File: src/hw/rtl/stkt_ram.sv
// Generic simple dual-port RAM with registered read.
`default_nettype none
module stkt_ram #(
    parameter int WIDTH = 8,
    parameter int DEPTH = 16,
    parameter int AW    = $clog2(DEPTH)
) (
    input  wire logic             i_clk,
    input  wire logic             i_we,
    input  wire logic [AW-1:0]    i_waddr,
    input  wire logic [WIDTH-1:0] i_wdata,
    input  wire logic             i_re,
    input  wire logic [AW-1:0]    i_raddr,
    output logic      [WIDTH-1:0] o_rdata
);

    logic [WIDTH-1:0] r_mem [DEPTH];

    // Write port
    always_ff @(posedge i_clk) begin
        if (i_we) begin
            r_mem[i_waddr] <= i_wdata;
        end
    end

    // Read port, data held while not enabled
    always_ff @(posedge i_clk) begin
        if (i_re) begin
            o_rdata <= r_mem[i_raddr];
        end
    end

endmodule
`default_nettype wire

File: config.mk
export PLATFORM = sky130hd
export DESIGN_NAME = stkt_ram
export DESIGN_NICKNAME = d
export VERILOG_FILES = /design/src/hw/rtl/stkt_ram.sv
export SDC_FILE = /design/constraint.sdc
export NUM_CORES = 1
export LEC_CHECK = 0
export BUFFER_PORTS_ARGS = -buffer_cell sky130_fd_sc_hd__buf_4
export CORE_ASPECT_RATIO = 2
export CORE_MARGIN = 4
export CORE_UTILIZATION = 25
export CTS_CLUSTER_DIAMETER = 30
export DETAILED_ROUTE_END_ITERATION = 12
export PLACE_DENSITY = 0.42
export SLEW_MARGIN = 20
export SYNTH_ARGS = -nofsm -noshare
export SYNTH_HDL_FRONTEND = slang
export SYNTH_SLANG_ARGS = --single-unit
File: constraint.sdc
create_clock -name i_clk -period 4.45 [get_ports i_clk]
set_input_delay 0.2225 -clock i_clk [delete_from_list [all_inputs] [get_ports i_clk]]
set_output_delay 0.2225 -clock i_clk [all_outputs]
set_load 0.1 [all_outputs]
# After elaboration in Yosys (flattened, before gate mapping)
# Memory sizes are Yosys's and may differ from the RTL's. A register that Yosys moved wholly into a read port is not among the register bits.
# Index checks and enable logic that the tools add are counted.
# W data, S select, Z words.
[word_totals]
in_bits = 19
output_inout_bits = 8
memories = 1
ram_bits = 128
rom_bits = 0
register_bits = 0
wordCells = 3
latchBits = 0
[memory_table]
columns = ["name", "depth", "width", "read_ports", "rd_clocked_by_memory_dff", "write_ports", "line_no", "text"]
rows = [
  ["r_mem", 16, 8, 1, 1, 1, "17", "logic [WIDTH-1:0] r_mem [DEPTH];"],
]
[classes]
div = 0
bitwise_logic = 0
reduce_logical = 0
order_cmp = 0
mul = 0
n_mux = 2
n_eq_ne = 0
shifts = 0
add_sub_neg = 0
[op_table]
columns = ["operator", "count"]
rows = [
  ["$mux W1", 2],
]

# Logic depth before layout (Yosys ltp)
[depth]
word_depth = 2
depth_mapped = 5
ltp_nobuf = 3

# Worst setup path before layout
# No wires, ideal clock.
[synth_timing]
path_type = "input-to-reg"
from = "input i_waddr[2]"
to = "memory r_mem[0][0], enable pin"
setup_time_ps = 383
arrival_ps = 1332
path_buffers = 0
required_time_ps = 4067
path_slack_ps = 2735
cell_stages = 2
cell_sequence = "or3b_2 -> nor3_1"
[synth_lines]
columns = ["element", "line_no", "text"]
rows = [
  ["start: declaration", "10", "input wire logic [AW-1:0] i_waddr,"],
  ["end: declaration", "17", ""],
]
# Straight into the memory's write port.

==> metrics.md <==
| Metric | Value |
|---|---|
| Portion of the clock cycle consumed by the worst path in the final layout | 0.364 |
| Terminus of the critical flop-to-flop path | o_rdata[4] |
| Number of I/O port buffers | 26 |
| Number of clock sinks seen by CTS | 136 |
| Required time at the endpoint of the critical path | 4.60 ns |
| Worst Reg-to-Reg Cells | 3 |
| Power Dens Cells | 479 mW/mm^2 |
| Final weighted congestion in routability-driven placement | 0.725 |
| Number of hold buffers added after cts | 0 |
| Sum of negative setup slack | 0 ns |
| Clock period minus final worst setup slack | 1.62 ns |
| Max-slew violation count | 0 |
| Post-Synthesis Net Count | 248 |
| Num ports | 27 |
| Cell area after synthesis | 0.00523 mm^2 |
| Detailed Place HPWL | 7640 um |
| Standby leakage power | 2.03 nW |
| Vias per std cell | 4.31 |
| Worst-skew pair later-pin latency | 0.41 ns |
| Sequential cell area in the final layout | 0.00408 mm^2 |
| Worst Hold Margin | 0.0928 ns |
| Wire length per cell | 21.1 um |
| Max-cap violation count | 0 |
| Final Net Count | 284 |
| Detail Route Antenna Nets | 0 |
| Placeable core region | 0.0205 mm^2 |
| Post-synthesis cell type with the largest combined area | edfxtp_1 |
| Average cell area after synthesis | 22.8 um^2 |
| Multi-input gate area | 0.00107 mm^2 |
| Number of core rows | 74 |
| Remaining global-route overflow | 0 |
| Antenna violations before repair | 0 |
| Longest Clk Path Bufs | 2 |
| Category of the worst setup path capture point | flip-flop |
| Post-Place Worst Slack | 2.24 ns |
| TritonCTS Buffers | 17 |
| Post-CTS Setup Bufs | 0 |
| Synth-to-Final Area Change | 19.8% |
| Final core area utilization | 0.306 |
| Diodes inserted | 0 |
| Area share of the largest cell type after synthesis | 0.781 |
| RSZ-0062 raised after global routing | no |
| Hold/Removal Path Class | in -> reg |
| First-pass GRT wire length | 16900 um |
| Vertical die dimension | 213 um |
| Yosys warning count | 0 |
| Starting density of the core | 0.255 |
| Remaining DRCs | 0 |
| DRT Pass-1 Iters | 4 |
| CTS tree | built |
| Count of cell types in the netlist | 18 |
| Die area | 0.0234 mm^2 |
| Tightest slew margin relative to the limit | 0.272 |
| Endpoint of the worst setup timing path | o_rdata[4] |
| Vias after detailed routing | 2343 |
| Count of fill cells added during filler insertion | 1968 |
| CP Max Fanout | 32 |
| Pin count of the biggest net entering global routing | 33 |
| Buffer cell driving the clock tree root | clkbuf_16 |
| Final worst-path setup slack | 2.83 ns |
| Cts repair resizes | 0 |
| Cell count after synthesis | 229 |
| Status | completed |
| FF-to-FF Start | r_mem[0][4] |
| H-tree lvl count | 4 |
| Maximum frequency from static timing analysis | 618 MHz |
| Setup slack of the worst register-to-register path | 2.95 ns |
| Largest cells by area after synthesis | edfxtp_1 (78%), mux4_2 (7.8%), mux4_1 (7.0%), a22oi_1 (2.3%), nor2_1 (0.93%) |
| Max rail drop VDD | 0.240 mV |
| Number of global-route vias before repair | 2558 |
| Critical Path AT | 1.76 ns |
| Critical path start-end classification | in -> reg |
| Seq/Total Area, Yosys | 0.781 |
| Starting DRC count in detailed routing | 113 |
| Actual transition at the worst max-transition pin | 1.09 ns |
| Synth Register Bits | 136 |
| Total of endpoints with negative setup slack in the final report | 0 |
| Horiz. Die Dim | 110 um |
| Final count of hold timing violations | 0 |
| Register clock-pin slew on the reported worst setup and hold paths | 0.06 ns |
| Drt total wl | 11500 um |
| Worst setup skew after layout | 0.00793 ns |
| Startpoint Class | input port |
| Launch point of the worst path | i_raddr[0] |
| Layout cell share with drive strength beyond 1 | 0.273 |
| Overall global routing resource usage | 0.107 |
## kinds of logic after synthesis
| logic type | share of synthesized area |
|---|---|
| AND/OR/NAND/NOR | 0.0314 |
| AO/OA/AOI/OAI | 0.0230 |
| flip-flops | 0.781 |
| multiplexers | 0.148 |
| buffers and inverters | 0.0165 |
## how the worst min path moves through the flow
stage	start	end	depth (start not counted)
2_1_floorplan	i_wdata[0]	r_mem[0][0]	0
3_3_place_gp	i_re	o_rdata[7]	1
3_5_place_dp	i_re	o_rdata[3]	1
4_1_cts	i_re	o_rdata[3]	1
5_1_grt	i_re	o_rdata[7]	1
6_report	i_re	o_rdata[3]	1
## power breakdown
group	total [mW]	switching (mW)	internal (mW)	leakage, nW
registers	1.45	0.00644	1.44	1.24
clock network	1.37	0.497	0.869	0.286
logic	0.181	0.123	0.0582	0.504
## cell usage after synthesis
| master | count |
|---|---|
| nand3b_1 | 2 |
| nand2_1 | 9 |
| nor2_1 | 13 |
| nand3_1 | 1 |
| nand2b_1 | 2 |
| clkdlybuf4s25_2 | 3 |
| nor3_1 | 4 |
| a22oi_1 | 16 |
| edfxtp_1 | 136 |
| and2_1 | 1 |
| nor2b_1 | 1 |
| buf_2 | 3 |
| or3b_2 | 1 |
| buf_4 | 1 |
| mux4_1 | 14 |
| mux4_2 | 18 |
| and2b_1 | 1 |
| buf_6 | 3 |
## worst max-delay path, cell delays in order
cell and delay, ns:
buf_4 0.50, mux4_2 0.58, a22oi_1 0.29, nand2_1 0.12
## routing by layer
metal	vias up	track usage	share of wire
met5	-	0	0
met4	0	0.0527	0.026
met3	16	0.0249	0.029
met2	43	0.196	0.58
met1	1237	0.110	0.36
li1	1047	-	-
## state kept, by name (all words and copies together) (netlist names)
signal,flops
r_mem,128
o_rdata,8
## per-stage QoR
stage               instances  area [um^2]  power, mW
detailed placement        512         5690       1.66
floorplan                 229         5230       1.59
global route              544         6260       3.10
CTS                       544         6260       3.03
global placement          512         5690       1.66
finish                    544         6260       3.00
## layout by cell type (no fill, tap or decap), types with 2 or more instances in the layout
cell       netlist  routed
edfxtp_1       136     136
nand2b_1         2       2
a22oi_1         16      16
clkbuf_1         0       3
buf_4            1      27
nor3_2           0       3
nand2_1          9       9
clkinv_2         0       7
mux4_2          18      18
bufinv_16        0       3
clkinv_1         0       2
nand3b_1         2       2
mux4_1          14      14
nor2_1          13      13
clkbuf_16        0      17
## final cells by class
class | count | area share
flip-flops and latches | 136 | 0.652
well taps | 266 | 0.0532
repair buffers | 27 | 0.0324
multi-input cells | 83 | 0.171
clock buffers | 20 | 0.0697
clock inverters | 12 | 0.0212
Power figures use the tool's default switching activity.
